`src/rtl/core/double_ended_queue_assert.svh`:
```
// assertion macros for the deque block
`ifndef DOUBLE_ENDED_QUEUE_ASSERT_SVH
`define DOUBLE_ENDED_QUEUE_ASSERT_SVH

// same-cycle implication
`define DEQ_ASSERT_NOW(lbl, ante, cons, msg) \
  lbl: assert property (@(posedge clk_i) disable iff (!rst_ni) (ante) |-> (cons)) \
    else $error(msg);

// next-cycle implication
`define DEQ_ASSERT_NEXT(lbl, ante, cons, msg) \
  lbl: assert property (@(posedge clk_i) disable iff (!rst_ni) (ante) |=> (cons)) \
    else $error(msg);

`endif

```
`src/rtl/core/deq_pkg.sv`:
```
package deq_pkg;

  localparam int unsigned DEPTH      = 16;
  localparam int unsigned DATA_WIDTH = 32;
  localparam int unsigned WORD_W     = 32;
  localparam int unsigned OPC_W      = 3;
  localparam int unsigned CNT_OUT_W  = 5;
  localparam int unsigned IDX_W      = $clog2(DEPTH);
  localparam int unsigned CNT_W      = $clog2(DEPTH + 1);
  localparam int unsigned SUM_W      = IDX_W + 1;

  typedef enum logic [OPC_W-1:0] {
    OP_PUSH_FRONT = 3'd0,
    OP_PUSH_BACK  = 3'd1,
    OP_POP_FRONT  = 3'd2,
    OP_POP_BACK   = 3'd3,
    OP_QUERY      = 3'd4
  } deq_op_e;

  typedef enum logic [1:0] {
    ST_OK        = 2'd0,
    ST_POP_EMPTY = 2'd1,
    ST_PUSH_FULL = 2'd2
  } deq_status_e;

  typedef struct packed {
    logic [OPC_W-1:0]  opcode;
    logic [WORD_W-1:0] data_in;
  } deq_in_t;

  typedef struct packed {
    logic [WORD_W-1:0]    front_value;
    logic [WORD_W-1:0]    back_value;
    logic                 is_empty;
    logic [CNT_OUT_W-1:0] entry_count;
    logic [1:0]           status;
  } deq_out_t;

  typedef struct packed {
    logic exec;
    logic rd;
    logic load;
  } deq_cmd_t;

  // circular index add, both operands below DEPTH
  function automatic logic [IDX_W-1:0] wrap_add(input logic [IDX_W-1:0] a,
                                                input logic [IDX_W-1:0] b);
    logic [SUM_W-1:0] s;
    s = {1'b0, a} + {1'b0, b};
    if (s >= SUM_W'(DEPTH)) begin
      s = s - SUM_W'(DEPTH);
    end
    return s[IDX_W-1:0];
  endfunction

endpackage

```
`src/rtl/core/double_ended_queue.sv`:
```
// channel | valid      | stall       | word
// input   | in_valid_i | in_stall_o  | in_word_i  (opcode, data_in)
// output  | out_valid_o| out_stall_i | out_word_o (front, back, empty, count, status)
// one item at a time, in order: accept and update, memory read, output load
// the two-port storage read after the pointer update takes its own step
// the output register lets a new word in while a result waits
// a held output stalls only the final load step
// reset clears head, count and handshake state; storage is not cleared
module double_ended_queue
  import deq_pkg::*;
(
  input  logic     clk_i,
  input  logic     rst_ni,
  input  logic     in_valid_i,
  output logic     in_stall_o,
  input  deq_in_t  in_word_i,
  output logic     out_valid_o,
  input  logic     out_stall_i,
  output deq_out_t out_word_o
);

  `include "double_ended_queue_assert.svh"

  deq_cmd_t cmd;

  deq_ctrl u_ctrl (
    .clk_i       (clk_i),
    .rst_ni      (rst_ni),
    .in_valid_i  (in_valid_i),
    .in_stall_o  (in_stall_o),
    .out_valid_o (out_valid_o),
    .out_stall_i (out_stall_i),
    .cmd_o       (cmd)
  );

  deq_dpath u_dpath (
    .clk_i      (clk_i),
    .rst_ni     (rst_ni),
    .cmd_i      (cmd),
    .in_word_i  (in_word_i),
    .out_word_o (out_word_o)
  );

  `DEQ_ASSERT_NEXT(a_one_in_flight, in_valid_i && !in_stall_o, in_stall_o, "second word taken early")
  `DEQ_ASSERT_NOW(a_empty_zero, out_valid_o && out_word_o.is_empty, (out_word_o.front_value == '0) && (out_word_o.back_value == '0), "empty queue shows data")
  `DEQ_ASSERT_NOW(a_empty_count, out_valid_o, out_word_o.is_empty == (out_word_o.entry_count == '0), "empty flag and count disagree")
  `DEQ_ASSERT_NOW(a_count_range, out_valid_o, (out_word_o.entry_count <= CNT_OUT_W'(DEPTH)) && (out_word_o.status != 2'd3), "count or status out of range")

endmodule

```
`src/rtl/core/deq_ctrl.sv`:
```
module deq_ctrl
  import deq_pkg::*;
(
  input  logic     clk_i,
  input  logic     rst_ni,
  input  logic     in_valid_i,
  output logic     in_stall_o,
  output logic     out_valid_o,
  input  logic     out_stall_i,
  output deq_cmd_t cmd_o
);

  typedef enum logic [1:0] {
    S_IDLE,
    S_READ,
    S_LOAD
  } state_e;

  state_e state_q;
  logic   out_vld_q;
  logic   out_free;

  assign out_free   = !out_vld_q || !out_stall_i;
  assign cmd_o.exec = (state_q == S_IDLE) && in_valid_i;
  assign cmd_o.rd   = (state_q == S_READ);
  assign cmd_o.load = (state_q == S_LOAD) && out_free;

  assign in_stall_o  = (state_q != S_IDLE);
  assign out_valid_o = out_vld_q;

  always_ff @(posedge clk_i or negedge rst_ni) begin
    if (!rst_ni) begin
      state_q   <= S_IDLE;
      out_vld_q <= 1'b0;
    end else begin
      if (cmd_o.load) begin
        out_vld_q <= 1'b1;
      end else if (out_vld_q && !out_stall_i) begin
        out_vld_q <= 1'b0;
      end
      case (state_q)
        S_IDLE: begin
          if (in_valid_i) begin
            state_q <= S_READ;
          end
        end
        S_READ: begin
          state_q <= S_LOAD;
        end
        S_LOAD: begin
          if (out_free) begin
            state_q <= S_IDLE;
          end
        end
        default: begin
          state_q <= S_IDLE;
        end
      endcase
    end
  end

endmodule

```
`src/rtl/core/deq_dpath.sv`:
```
module deq_dpath
  import deq_pkg::*;
(
  input  logic     clk_i,
  input  logic     rst_ni,
  input  deq_cmd_t cmd_i,
  input  deq_in_t  in_word_i,
  output deq_out_t out_word_o
);

  logic [DATA_WIDTH-1:0] mem [DEPTH];

  logic [IDX_W-1:0]      head_q, head_d;
  logic [CNT_W-1:0]      count_q, count_d;
  deq_status_e           st_q, st_d;
  logic                  we;
  logic [IDX_W-1:0]      wr_idx;
  logic                  full, empty;
  logic [DATA_WIDTH-1:0] rd_front_q, rd_back_q;
  logic [IDX_W-1:0]      back_idx;
  deq_out_t              out_q;

  assign full  = (count_q == CNT_W'(DEPTH));
  assign empty = (count_q == '0);

  always_comb begin
    head_d  = head_q;
    count_d = count_q;
    st_d    = ST_OK;
    we      = 1'b0;
    wr_idx  = head_q;
    case (deq_op_e'(in_word_i.opcode))
      OP_PUSH_FRONT: begin
        if (full) begin
          st_d = ST_PUSH_FULL;
        end else begin
          head_d  = (head_q == '0) ? IDX_W'(DEPTH - 1) : head_q - 1'b1;
          wr_idx  = head_d;
          we      = 1'b1;
          count_d = count_q + 1'b1;
        end
      end
      OP_PUSH_BACK: begin
        if (full) begin
          st_d = ST_PUSH_FULL;
        end else begin
          wr_idx  = wrap_add(head_q, count_q[IDX_W-1:0]);
          we      = 1'b1;
          count_d = count_q + 1'b1;
        end
      end
      OP_POP_FRONT: begin
        if (empty) begin
          st_d = ST_POP_EMPTY;
        end else begin
          head_d  = (head_q == IDX_W'(DEPTH - 1)) ? '0 : head_q + 1'b1;
          count_d = count_q - 1'b1;
        end
      end
      OP_POP_BACK: begin
        if (empty) begin
          st_d = ST_POP_EMPTY;
        end else begin
          count_d = count_q - 1'b1;
        end
      end
      default: begin
        st_d = ST_OK;
      end
    endcase
  end

  assign back_idx = wrap_add(head_q, IDX_W'(count_q - 1'b1));

  always_ff @(posedge clk_i or negedge rst_ni) begin
    if (!rst_ni) begin
      head_q  <= '0;
      count_q <= '0;
      st_q    <= ST_OK;
    end else if (cmd_i.exec) begin
      head_q  <= head_d;
      count_q <= count_d;
      st_q    <= st_d;
    end
  end

  // storage, write on accept and registered reads in the cycle after
  always_ff @(posedge clk_i) begin
    if (cmd_i.exec && we) begin
      mem[wr_idx] <= in_word_i.data_in[DATA_WIDTH-1:0];
    end
    if (cmd_i.rd) begin
      rd_front_q <= mem[head_q];
      rd_back_q  <= mem[back_idx];
    end
  end

  always_ff @(posedge clk_i) begin
    if (cmd_i.load) begin
      out_q.front_value <= empty ? '0 : WORD_W'(rd_front_q);
      out_q.back_value  <= empty ? '0 : WORD_W'(rd_back_q);
      out_q.is_empty    <= empty;
      out_q.entry_count <= CNT_OUT_W'(count_q);
      out_q.status      <= st_q;
    end
  end

  assign out_word_o = out_q;

endmodule

```
`config.mk`:
```
export PLATFORM = sky130hd
export DESIGN_NAME = double_ended_queue
export DESIGN_NICKNAME = d
export VERILOG_FILES = /design/src/rtl/core/deq_pkg.sv /design/src/rtl/core/double_ended_queue.sv /design/src/rtl/core/deq_ctrl.sv /design/src/rtl/core/deq_dpath.sv
export VERILOG_INCLUDE_DIRS = /design/src /design/src/rtl/core
export SDC_FILE = /design/constraint.sdc
export NUM_CORES = 1
export LEC_CHECK = 0
export BUFFER_PORTS_ARGS = -buffer_cell sky130_fd_sc_hd__buf_2
export CAP_MARGIN = 25
export CORE_ASPECT_RATIO = 0.9
export CORE_MARGIN = 2
export CORE_UTILIZATION = 39
export CTS_CLUSTER_SIZE = 20
export DETAILED_ROUTE_END_ITERATION = 10
export HOLD_SLACK_MARGIN = 0.08
export PLACE_DENSITY = 0.54
export SETUP_SLACK_MARGIN = 0.5
export SYNTH_ARGS = -nofsm -noshare
export SYNTH_HDL_FRONTEND = slang
export SYNTH_HIERARCHICAL = 1
export SYNTH_SLANG_ARGS = --single-unit
export TNS_END_PERCENT = 10
```
`constraint.sdc`:
```
create_clock -name clk_i -period 13.1 [get_ports clk_i]
set_input_delay 2.62 -clock clk_i [delete_from_list [all_inputs] [get_ports clk_i]]
set_output_delay 2.62 -clock clk_i [all_outputs]
set_load 0.005 [all_outputs]
```
# --- Yosys cells after proc, flatten, opt, wreduce, memory -nomap -nowiden ---
# Memories as Yosys holds them, arrays and structs flattened. A register that Yosys moved wholly into a read port is not among the register bits.
# Index checks and enable logic that the tools add are counted.
totals:
  ff_bits: 86
  mem_bits_rw: 512
  in_bits: 39
  output_inout_bits: 74
  word_cells: 77
  n_memories: 1
classes:
  n_addsub: 8
  n_lt_le_gt_ge: 2
  eq_ne: 12
  mux: 24
  reduce_logical: 20
memory_table:
  columns: ["memory", "depth", "word_bits", "read_ports", "rd_ports_with_merged_regs", "write_ports", "line_no", "source"]
  rows:
  - ["u_dpath.mem", 16, 32, 2, 2, 1, "deq_dpath.sv:11", "logic [DATA_WIDTH-1:0] mem [DEPTH];"]
ops:
  columns: ["op", "n"]
  rows:
  - ["two-way mux 4 bit", 7]
  - ["one-hot mux 4 bit (2 select lines)", 2]
  - ["subtractor 4 x 1 -> 4 bit, second input constant", 3]
  - ["adder 4 x 4 -> 5 bit", 2]
  - ["greater-or-equal comparator 5 bit, second input constant", 2]
  - ["two-way mux 5 bit", 2]
  - ["one-hot mux 5 bit (2 select lines)", 1]
  - ["inequality test 2 bit, second input constant", 4]
  - ["nonzero test 2 bit", 4]
  - ["two-way mux 1 bit", 7]
  - ["== test 3 x 2 -> 1 bit, second input constant", 2]
  - ["two-way mux 2 bit", 3]
  - ["one-hot mux 2 bit (3 select lines)", 1]
  - ["adder 5 x 1 -> 5 bit, second input constant", 1]
  - ["== test 5 bit, second input constant", 1]
  - ["logical NOT 5 bit", 1]
  - ["subtractor 5 x 1 -> 5 bit, second input constant", 1]
  - ["adder 4 x 1 -> 4 bit, second input constant", 1]
  - ["== test 4 bit, second input constant", 1]
  - ["logical AND 1 bit", 4]
  - ["logical NOT 4 bit", 1]
  - ["one-hot mux 2 bit (2 select lines)", 1]
  - ["AND reduction 4 bit", 1]
  - ["OR reduction 2 bit", 2]
  - ["10 further kinds", 11]

# --- Logic depth before layout (Yosys ltp) ---
# Gate-level depths: netlist of the first run.
logic_depth:
  depth_word: 6
  depth_mapped: 11
  depth_no_buf: 8

# --- Modules after synthesis ---
# Netlist of the first run, hierarchy kept.
by_module_without_submodules:
  columns: ["mod", "instances", "cells_per_inst", "area_each_um2", "seq_area_each_um2"]
  rows:
  - ["deq_dpath", 1, 1278, 28795.1, 19733.9]
  - ["deq_ctrl", 1, 13, 125.1, 75.1]

# --- Worst setup path after synthesis of the first run ---
# OpenSTA, ideal clock, no wires.
synth_path:
  kind: "input port to flip-flop"
  start: "in out_stall_i"
  end: "reg u_dpath.out_q (netlist bit u_dpath/out_word_o[0]) (enable)"
  setup_ns: 0.526
  t_arrival_ns: 6.132
  t_required_ns: 12.574
  slack_ns: 6.442
  stages: 1
  path_buffers: 0
  path_cell_list: "a21oi_1"
synth_between:
  elab_chain_cells: 3
synth_rtl:
  columns: ["item", "line_no", "source"]
  rows:
  - ["start: declaration", "double_ended_queue.sv:18", "input logic out_stall_i,"]
  - ["logical NOT 1 bit", "deq_ctrl.sv:23", "assign out_free = !out_vld_q || !out_stall_i;"]
  - ["logical OR 1 bit", "deq_ctrl.sv:23", null]
  - ["logical AND 1 bit", "deq_ctrl.sv:26", "assign cmd_o.load = (state_q == S_LOAD) && out_free;"]
  - ["end: declaration", "deq_dpath.sv:21", "deq_out_t out_q;"]
# Every way passes these cells.
# A chain may end at the register's enable or synchronous reset.

# --- Worst setup path in the final report of the first run ---
layout_path:
  start: "in in_word_i[33] (netlist name)"
  end: "mem u_dpath.mem[9][13] (enable)"
layout_between:
  elab_chain_cells: 6
  word_cells_on_any_way: 8
  cone_classes: "eq/ne (1); mux (4); reduce/logical (3)"
layout_rtl:
  columns: ["item", "line_no", "source"]
  rows:
  - ["start: declaration", "double_ended_queue.sv:16", "input deq_in_t in_word_i,"]
  - ["== test 3 x 1 -> 1 bit or logical NOT 3 bit (tied branches)", "deq_dpath.sv:32", "case (deq_op_e'(in_word_i.opcode))"]
  - ["OR reduction 2 bit (no source line)", null, null]
  - ["two-way mux 1 bit", null, null]
  - ["logical AND 1 bit", "deq_dpath.sv:89", "if (cmd_i.exec && we) begin"]
  - ["two-way mux 1 bit", "deq_dpath.sv:89", null]
  - ["two-way mux 1 bit (implied by the code)", "deq_dpath.sv:90", "mem[wr_idx] <= in_word_i.data_in[DATA_WIDTH-1:0];"]
  - ["end: declaration", "deq_dpath.sv:11", null]
# Several ways; a longest one is shown, not always the timed one.

==> metrics.md, run 1 <==
| Metric | Value |
|---|---|
| Final wirelength | 69.6 mm |
| PortBufs | 112 |
| CTS HTree Levels | 3 |
| Final period utilization | 36.7% |
| First-pass GRT wire length | 103 mm |
| Worst setup SP type | input pin |
| Antenna violations before repair | 3 |
| Core area | 0.0733 mm2 |
| Fmax | 208 MHz |
| Slew HR | 36.0% |
| Number of synthesized flops with an enable pin | 648 |
| Most common cell after layout, fill and taps aside | edfxtp_1 |
| Leak | 0.0104 uW |
| CTS tree | yes |
| Seq/Total Area, Yosys | 68.5% |
| IO Count | 113 |
| Vias per cell | 5.89 |
| Most frequent cells in the layout | edfxtp_1, mux4_2, buf_2 |
| Final Max Tran Viols | 0 |
| Starting Density | 39.5% |
| Share of the synthesized area in the top cell type | 67.3% |
| Detailed Route Iter0 Violations | 1,384 |
| GRT Resource Usage Total | 18.4% |
| Critical Path RT | 13.39 ns |
| PostCTS Resize Cnt | 0 |
| Antenna viol nets, final | 0 |
| Worst Reg-to-Reg Cells | 5 |
| Share of cells above drive strength 1 | 40.0% |
| Share of flip-flops with an asynchronous set or reset | 2.11% |
| Worst hold stages | 0 |
| Post-CTS Setup Bufs | 0 |
| Max Cap Viol | 0 |
| CP Cell Sequence | buf_2, nor2_1, nand3_1, o211ai_2, and3_2, buf_12 |
| Hold_buf cts | 0 |
| DRC Markers | 0 |
| Power per Cell Area | 269 mW/mm2 |
| Syn_nets | 1,343 |
| Mapped cell area | 0.0289 mm2 |
| Top FF cell, synth | edfxtp_1 |
| Die Area | 0.0764 mm2 |
| Area leader, netlist | edfxtp_1 |
| CP max FO | 18 |
| Setup_tns | 0 ns |
| DRT Pass-1 Iters | 7 |
| Area delta synth->final | 14.3% |
| Critical Path Sink Type | register |
| RSZ-0062 raised after global routing | false |
| # diodes | 0 |
| Global route total overflow | 0 |
| Worst-Margin Slew | 0.960 ns |
| Longest Clk Path Bufs | 3 |
| DP HPWL | 38.1 mm |
| Die Y | 262 um |
| Yosys cell types | 54 |
| Post-DR wirelength/cell | 28.5 um |
| Maximum VDD drop | 0.667 mV |
| Post-Synthesis Cells | 1,291 |
| Run status | finished, final reports clean |
| Via Count | 14,385 |
| Synthesis-stage register bit count | 662 |
| Clk pin slew, worst setup/hold paths | 0.06 ns |
| Post-layout minimum cycle time | 4.81 ns |
| Finished Layout Cells | 2,444 |
| Nets | 1,481 |
| Rows | 94 |
| Pin count of the biggest net entering global routing | 73 |
| Clk sinks | 662 |
| CP Data Arrival Time | 5.10 ns |
| Routability Congestion | 0.752 |
| Avg Synthesized Cell Area | 22.4 um2 |
| Crit path kind | input pin to register |
| Synth warn | 6 |
| Number of global-route vias before repair | 14,875 |
| Clk root buf | clkbuf_16 |
| Crit path max-delay cell type | o211ai_2 |
| # setup viols final | 0 |
| Clk Latency, worst-skew pair | 0.61 ns |
| Dpl cells | 2,312 |
| Hold Path Class | register to register |
| Fin. Hold Viols | 0 |
| Utilization after layout | 45.1% |
| CP max stage delay | 0.74 ns |
| Die X | 291 um |
| Synth top area cells | edfxtp_1, mux4_2, nor2b_1 |
| Clock buffer count from CTS | 72 |
| Final Skew | 0.0208 ns |
[report_power, final]
part	internal, uW	leakage (uW)	total (uW)	switching [uW]
logic	2070	0.00327	4090	2020
registers	2710	0.00604	2850	136
clock network	1150	0.00110	1960	807
[final timing paths]
| path | startpoint | end | slack (ns) |
|---|---|---|---|
| min in group asynchronous | rst_ni | u_dpath/head_q[1] | 1.92 |
| setup / recovery | in_word_i[33] | u_dpath/mem[9][13] | 8.29 |
| hold reg to reg | u_dpath/st_q[1] | u_dpath/out_word_o[1] | 0.46 |
| setup reg to reg | u_dpath/head_q[1] | u_dpath/rd_back_q[13] | 8.59 |
| hold / removal | u_dpath/st_q[1] | u_dpath/out_word_o[1] | 0.46 |
| max in group asynchronous | rst_ni | u_dpath/head_q[0] | 10.88 |
[worst max-delay path: cells and delay by family]
kind                   cells  cell delay, ns
and+or+nand+nor            3            1.31
AOI/OAI and AO/OA          1            0.74
buffers and inverters      2            0.38
[kinds of logic after synthesis]
| kind of cell | share of synthesized area [%] |
|---|---|
| multiplexers | 25.1 |
| AND/OR/NAND/NOR | 2.72 |
| adder cells (fa/ha/maj) | 0.614 |
| AO/OA/AOI/OAI | 0.982 |
| buffers and inverters | 1.67 |
| XOR/XNOR | 0.472 |
| flip-flops | 68.5 |
[synth_stat cells, drive strengths merged (6+ instances only)]
cell type	count
xnor2	7
clkbuf	40
ha	11
inv	12
nand2	20
nand3	7
edfxtp	648
mux4	320
nor2b	66
xor2	6
dfrtp	14
a21oi	12
nor2	25
buf	46
o21ai	8
[flip-flops by register name (all words and copies together) (netlist names)]
register and count:
u_ctrl/out_valid_o 1, u_dpath/rd_back_q 32, u_dpath/head_q 4, u_dpath/count_q 5
u_dpath/st_q 2, u_dpath/mem 512, u_ctrl/state_q 2, u_dpath/rd_front_q 32
u_dpath/out_word_o 72
[stage by stage]
step	setup slack (ns)	area, um2	hold WS [ns]	power, uW
3_5_place_dp	7.73	30700	0.440	7050
3_3_place_gp	7.57	30700	0.438	7060
5_1_grt	8.18	33100	0.473	9330
6_report	8.29	33100	0.459	8900
2_1_floorplan	6.44	28900	0.425	5850
4_1_cts	8.25	33000	0.456	9050
[layout make-up]
class | instances | area [um2]
inverter | 12 | 45.0
fill | 6136 | 40200
timing repair buffer | 150 | 931
clock inverter | 43 | 367
sequential | 662 | 19800
tap | 960 | 1200
multi-input combinational | 531 | 8800
clock buffer | 86 | 1900
[per-layer routing]
metal	global-route usage [%]	wire length, um	vias up
li1	-	-	5874
met1	27.0	30900	7883
met2	28.9	33300	537
met3	3.58	4290	91
met4	4.02	1150	0
met5	0	0	-
(Power assumes the default switching activity.)
==> run 2, diff against run 1 <==
--- a/config.mk
+++ b/config.mk
@@ -6,6 +6,7 @@
 export SDC_FILE = /design/constraint.sdc
 export NUM_CORES = 1
 export LEC_CHECK = 0
+export ABC_AREA = 1
 export BUFFER_PORTS_ARGS = -buffer_cell sky130_fd_sc_hd__buf_2
 export CAP_MARGIN = 25
 export CORE_ASPECT_RATIO = 0.9
@@ -14,7 +15,7 @@
 export CTS_CLUSTER_SIZE = 20
 export DETAILED_ROUTE_END_ITERATION = 10
 export HOLD_SLACK_MARGIN = 0.08
-export PLACE_DENSITY = 0.54
+export PLACE_DENSITY = 0.55
 export SETUP_SLACK_MARGIN = 0.5
 export SYNTH_ARGS = -nofsm -noshare
 export SYNTH_HDL_FRONTEND = slang
==> constraint.sdc (replaced) <==
create_clock -name clk_i -period 4 [get_ports clk_i]
set_input_delay 0.8 -clock clk_i [delete_from_list [all_inputs] [get_ports clk_i]]
set_output_delay 0.8 -clock clk_i [all_outputs]
set_load 0.005 [all_outputs]
==> run 2 against run 1 <==
  * Utilization decreased by 0.67 points
  * Synthesized cell count increased by 130%
  * Via count increased by 65%
  * Final area increased by 6.7%
  * Worst hold slack got worse by 0.059 ns
  * Critical path depth increased by 4
  * First-iteration DRC count increased by 120%
  * Critical path type is now register to register
  * Highest routed layer is now met5
==> metrics.md, run 2 <==
| Metric | Value |
|---|---|
| Run status | finished, final reports clean |
| Share of the synthesized area in the top cell type | 62.5% (-4.8 points) |
| PortBufs | 112 (unchanged) |
| Area leader, netlist | edfxtp_1 |
| RSZ-0062 raised after global routing | true |
| Count leader, synth | edfxtp_1 |
| Final Max Tran Viols | 0 (unchanged) |
| Die Y | 272 um (+3.7%) |
| Die Area | 0.0822 mm2 (+7.6%) |
| Mapped cell area | 0.0312 mm2 (+7.7%) |
| Longest Clk Path Bufs | 3 (unchanged) |
| Synth warn | 6 (unchanged) |
| Final wirelength | 97.4 mm (+40%) |
| Post-Synthesis Cells | 2,992 (+130%) |
| Post-DR wirelength/cell | 23.6 um (-17%) |
| Slew HR | 20.4% (-16 points) |
| Synth top area cells | edfxtp_1, o21ai_0, nand2_1 |
| Register name with the most flops | u_dpath/mem |
| Detailed Route Iter0 Violations | 2,983 (+120%) |
| Fmax | 300 MHz |
| Setup_tns | 0 ns (unchanged) |
| Top FF cell, synth | edfxtp_1 |
| Final period utilization | 83.3% |
| Clk root buf | clkbuf_16 |
| Clk Latency, worst-skew pair | 0.64 ns (+0.03 ns) |
| Hold Path Class | input pin to register |
| # setup viols final | 0 (unchanged) |
| Antenna violations before repair | 11 (+8) |
| Number of synthesized flops with an enable pin | 648 (unchanged) |
| Worst hold stages | 3 (+3) |
| Final Skew | 0.0259 ns (+0.00515 ns) |
| Commonest cells post-synth | edfxtp_1, o21ai_0, nand2_1, inv_1, nor2_1 |
| Crit path kind | register to register |
| Most frequent cells in the layout | edfxtp_1, o21ai_0, nand2_1 |
| Area delta synth->final | 13.2% |
| Vias per cell | 5.73 (-2.7%) |
| Die X | 302 um (+3.7%) |
| Avg Synthesized Cell Area | 10.4 um2 (-54%) |
| Synthesis-stage register bit count | 662 (unchanged) |
| Max Cap Viol | 0 (unchanged) |
| Worst setup SP type | register |
| Nets | 3,078 (+110%) |
| Via Count | 23,687 (+65%) |
| GRT Resource Usage Total | 23.4% (+5.0 points) |
| DP HPWL | 53.6 mm (+41%) |
| DRT Pass-1 Iters | 6 (-1) |
| Starting Density | 39.3% (-0.19 points) |
| Max reg flops | 512 (unchanged) |
| DRC Markers | 0 (unchanged) |
| Number of global-route vias before repair | 22,481 (+51%) |
| Worst Reg-to-Reg Cells | 10 (+5) |
| Post-CTS Setup Bufs | 0 (unchanged) |
| R2R Path End | u_dpath/rd_back_q[18] |
| Routability Congestion | 0.874 (+16%) |
| CP Data Arrival Time | 3.82 ns (-1.28 ns) |
| Share of flip-flops with an asynchronous set or reset | 2.11% (unchanged) |
| Biggest registers after layout | u_dpath/mem: 512 flops, u_dpath/out_word_o: 72 flops |
| Most common cell after layout, fill and taps aside | edfxtp_1 |
| Rows | 98 (+4.3%) |
| Clk sinks | 662 (unchanged) |
| IO Count | 113 (unchanged) |
| Core area | 0.0793 mm2 (+8.3%) |
| Pin count of the biggest net entering global routing | 242 (+230%) |
| First-pass GRT wire length | 143 mm (+39%) |
| CTS tree | yes |
| Reg-to-Reg Start | u_dpath/count_q[0] |
| Share of cells above drive strength 1 | 10.5% (-30 points) |
| Seq/Total Area, Yosys | 63.6% (-4.9 points) |
| Global route total overflow | 0 (unchanged) |
| Hold_sp | out_stall_i |
| Yosys cell types | 34 (-37%) |
| Hold path endpoint | u_ctrl/out_valid_o |
| Clk pin slew, worst setup/hold paths | 0.06 ns (about the same) |
| Clock buffer count from CTS | 74 (+2.8%) |
| Fin. Hold Viols | 0 (unchanged) |
| CP max FO | 43 (+25) |
| CTS HTree Levels | 3 (unchanged) |
| Critical Path RT | 4.49 ns (-8.90 ns) |
| Critical Path Sink Type | register |
| Internal reg-to-reg setup slack | 0.67 ns (-7.92 ns) |
| Worst-Margin Slew | 1.19 ns (+0.233 ns) |
| Antenna viol nets, final | 0 (unchanged) |
| Syn_nets | 3,044 (+130%) |
| Post-layout minimum cycle time | 3.33 ns |
==> run 2: changes by cell type after synthesis, moves of 69 or more <==
cell / change
o21ai_0: +480
mux4_2: -318
nand2_1: +317
inv_1: +306
nor2_1: +241
a21oi_1: +196
o211ai_1: +120
nand3_1: +106
o21ai_1: +75
clkbuf_1: +69
==> run 2: logic make-up after synthesis <==
group | count (synthesis) | synth area share, %
simple gates | 753 | 9.98
fa+ha+maj | 13 | 0.570
buf+inv | 542 | 7.31
flops | 662 | 63.6
compound gates | 1009 | 18.2
xor+xnor | 13 | 0.365
==> run 2: what timing repair did <==
action,4_1_cts,5_1_grt
resized for setup,0,3
hold endpoints to repair,14,0
hold buffers,1,0
setup endpoints to repair,0,8
==> run 2: worst max-delay path by stage <==
| stage | slack [ns] | end | from |
|---|---|---|---|
| 6_report | 0.67 | u_dpath/rd_back_q[18] | u_dpath/count_q[0] |
| 5_1_grt | 0.48 | u_dpath/rd_back_q[16] | u_dpath/count_q[1] |
| 4_1_cts | 0.55 | u_dpath/rd_back_q[11] | u_dpath/count_q[1] |
| 3_5_place_dp | 0.59 | u_dpath/rd_back_q[11] | u_dpath/count_q[0] |
| 3_3_place_gp | 0.69 | u_dpath/rd_back_q[11] | u_dpath/count_q[0] |
| 2_1_floorplan | 0.30 | u_dpath/mem[4][0] | u_dpath/head_q[1] |
==> run 2: metal layers <==
| metal | vias to the layer above | part of all wire (%) | GRT usage (%) | wire [um] |
|---|---|---|---|---|
| li1 | 10669 | - | - | - |
| met1 | 11503 | 43 | 33.2 | 41400 |
| met2 | 1259 | 44 | 35.7 | 42700 |
| met3 | 248 | 10 | 4.36 | 9750 |
| met4 | 8 | 3.6 | 9.11 | 3490 |
| met5 | - | 0.056 | 0 | 55 |
==> run 2: through the flow <==
stage	instance area [um2]	cells	hold slack, ns	setup slack, ns	utilization [%]
2_1_floorplan	31200	2992	0.425	0.296	-
3_3_place_gp	32800	3998	0.449	0.685	41.4
3_5_place_dp	32800	3998	0.457	0.586	41.4
4_1_cts	35200	4131	0.374	0.554	44.4
5_1_grt	35300	4133	0.421	0.480	44.5
6_report	35300	4135	0.401	0.668	44.5
==> run 2: critical path: stages, from the launching register on <==
cell and delay (ns):
dfrtp_1 0.44, inv_1 0.17, ha_1 0.38, fa_4 0.95, buf_4 0.48, o21ai_0 0.18, a21oi_1 0.14, o21ai_0 0.12
o21ai_1 0.12, nand2_1 0.07, nand2_1 0.12
==> run 2: final cells by class <==
| class | count | area, um2 |
|---|---|---|
| flip-flops and latches | 662 | 19800 |
| repair buffers | 180 | 1280 |
| clock inverters | 39 | 435 |
| diodes | 3 | 7.51 |
| fillers | 7166 | 44100 |
| inverters | 320 | 1200 |
| clock buffers | 93 | 1960 |
| well taps | 1050 | 1310 |
| multi-input cells | 1788 | 9250 |
Power of run 2 is left out: the tool's default activity adds up to more than one toggle a clock period on the data nets, which glitch-free logic cannot reach.
==> run 3, diff against run 2 <==
--- a/config.mk
+++ b/config.mk
@@ -15,7 +15,7 @@
 export CTS_CLUSTER_SIZE = 20
 export DETAILED_ROUTE_END_ITERATION = 10
 export HOLD_SLACK_MARGIN = 0.08
-export PLACE_DENSITY = 0.55
+export PLACE_DENSITY = 0.53
 export SETUP_SLACK_MARGIN = 0.5
 export SYNTH_ARGS = -nofsm -noshare
 export SYNTH_HDL_FRONTEND = slang
==> constraint.sdc (replaced) <==
create_clock -name clk_i -period 3.1 [get_ports clk_i]
set_input_delay 0.62 -clock clk_i [delete_from_list [all_inputs] [get_ports clk_i]]
set_output_delay 0.62 -clock clk_i [all_outputs]
set_load 0.005 [all_outputs]
==> run 3 against run 2 <==
  * Routed wire length rose by 8.9%
  * First-iteration DRC count rose by 8.1%
  * Critical path type unchanged
  * Global-route usage rose by 1.8 points
  * Sequential share of layout area fell by 3.3 points
  * Utilization rose by 2.8 points
  * Largest cell class unchanged
==> metrics.md, run 3 (synthesis results as in run 2) <==
| Metric | Value |
|---|---|
| Clock buffer count from CTS | 76 (+2.7%) |
| Slew HR | 27.7% (+7.3 points) |
| Fin. Hold Viols | 0 (unchanged) |
| IO Count | 113 (unchanged) |
| Detailed Route Iter0 Violations | 3,226 (+8.1%) |
| Worst setup path startpoint | u_dpath/count_q[0] |
| Final wirelength | 106 mm (+8.9%) |
| Global route total overflow | 0 (unchanged) |
| Clk root buf | clkbuf_16 |
| CTS HTree Levels | 3 (unchanged) |
| Routability Congestion | 0.875 (about the same) |
| Area delta synth->final | 20.3% |
| Storage element area | 0.0198 mm2 (about the same) |
| Fmax | 360 MHz (+20%) |
| Longest Clk Path Bufs | 3 (unchanged) |
| Register name with the most flops | u_dpath/mem |
| Most common cell after layout, fill and taps aside | edfxtp_1 |
| Run status | finished, final reports clean |
| Rows | 98 (unchanged) |
| PortBufs | 112 (unchanged) |
| Die Y | 272 um (unchanged) |
| CTS tree | yes |
| Via Count | 24,395 (+3.0%) |
| Biggest registers after layout | u_dpath/mem: 512 flops, u_dpath/out_word_o: 72 flops |
| Number of global-route vias before repair | 23,164 (+3.0%) |
| Die X | 302 um (unchanged) |
| DRT Pass-1 Iters | 8 (+2) |
| Setup_tns | 0 ns (unchanged) |
| Worst setup SP type | register |
| Reg-to-Reg Start | u_dpath/count_q[0] |
| GRT Resource Usage Total | 25.2% (+1.8 points) |
| Most frequent cells in the layout | edfxtp_1, o21ai_0, nand2_1 |
| Clk pin slew, worst setup/hold paths | 0.06 ns (about the same) |
| Vias per cell | 5.78 (+0.84%) |
| Critical Path RT | 3.43 ns (-1.06 ns) |
| Final period utilization | 89.7% (+6.3 points) |
| Antenna viol nets, final | 0 (unchanged) |
| Area of the multi-input gates | 0.00951 mm2 (+2.8%) |
| Die Area | 0.0822 mm2 (unchanged) |
| Share of cells above drive strength 1 | 14.1% (+3.6 points) |
| CP max FO | 6 (-86%) |
| Post-DR wirelength/cell | 25.1 um (+6.6%) |
| Fillers | 7,092 (-1.0%) |
| Final Max Tran Viols | 0 (unchanged) |
| Max reg flops | 512 (unchanged) |
| Hold_sp | in_valid_i |
| Clk Latency, worst-skew pair | 0.64 ns (about the same) |
| DP HPWL | 54.2 mm (+1.2%) |
| Post-layout minimum cycle time | 2.78 ns (-0.553 ns) |
| Crit path kind | register to register |
| RSZ-0062 raised after global routing | true |
| Clk sinks | 662 (unchanged) |
| CP max stage delay | 0.53 ns (-0.42 ns) |
| Antenna violations before repair | 10 (-1) |
| Core area | 0.0793 mm2 (unchanged) |
| DRC Markers | 0 (unchanged) |
| Worst-Margin Slew | 1.08 ns (-0.109 ns) |
| Max Cap Viol | 0 (unchanged) |
| CP Cell Sequence | buf_4, ha_4, fa_2, inv_1, nand2_1, nand3_2, a21oi_4, nand2_4, nor2_4, buf_6, buf_12, buf_12 |
| Nets | 3,164 (+2.8%) |
| Critical Path Sink Type | register |
| CP Data Arrival Time | 3.11 ns (-0.71 ns) |
| Most frequent CP cell | buf_12 |
| Hold Path Class | input pin to register |
| Final Skew | 0.0319 ns (+0.00596 ns) |
| Starting Density | 39.3% (unchanged) |
| Crit path max-delay cell type | fa_2 |
| Pin count of the biggest net entering global routing | 218 (-9.9%) |
| First-pass GRT wire length | 153 mm (+6.6%) |
| # setup viols final | 0 (unchanged) |
## run 3: repair_timing
item | in CTS | in global routing
resized for setup | 90 | 59
endpoints found under the setup margin | 542 | 546
endpoints found under the hold margin | 14 | 0
hold buffers | 1 | 0
gates cloned | 23 | 12
buffers inserted | 28 | 6
pin swaps | 26 | 23
## run 3: stage by stage
stage	instance area [um2]	std cells	hold slack, ns	setup slack, ns	utilization [%]
floorplan	31300	2992	0.324	0.0768	-
global route	37500	4222	0.228	0.251	47.2
CTS	36900	4203	0.195	0.361	46.6
global placement	33300	4014	0.440	0.0987	41.9
detailed placement	33300	4014	0.445	0.147	41.9
finish	37500	4223	0.221	0.321	47.2
## run 3: final timing paths
check,end,slack [ns],cells after the start
min in group asynchronous,u_dpath/count_q[3],0.43,2
max in group asynchronous,u_dpath/head_q[1],2.38,2
setup reg to reg,u_dpath/mem[3][26],0.32,12
hold reg to reg,u_dpath/out_word_o[0],0.46,0
hold / removal,u_ctrl/state_q[0],0.22,3
setup / recovery,u_dpath/mem[3][26],0.32,12
## run 3: critical path: cells and delay by family (launching register included)
| kind | cells | cell delay [ns] |
|---|---|---|
| AO/OA/AOI/OAI | 1 | 0.25 |
| AND/OR/NAND/NOR | 4 | 0.53 |
| adder cells (fa/ha/maj) | 2 | 0.69 |
| buffers and inverters | 5 | 0.61 |
| flip-flops | 1 | 0.39 |
## run 3: area by class of cell
type                            instances  share of cell area, %
Antenna cell                            2                 0.0134
Clock buffer                          103                   5.51
Clock inverter                         34                  0.932
Inverter                              320                   3.21
Multi-Input combinational cell       1788                   25.4
Sequential cell                       662                   52.9
Tap cell                             1050                   3.51
Timing Repair Buffer                  264                   8.54
## run 3: routing by layer
metal	wire length, um	global-route usage, %	share of wire (%)	vias up
met5	57	0	0.054	-
met4	3330	9.02	3.1	8
met3	11200	5.09	11	217
met2	46800	38.1	44	1357
met1	44700	36.1	42	11941
li1	-	-	-	10872
Power of run 3 is left out for the same reason.
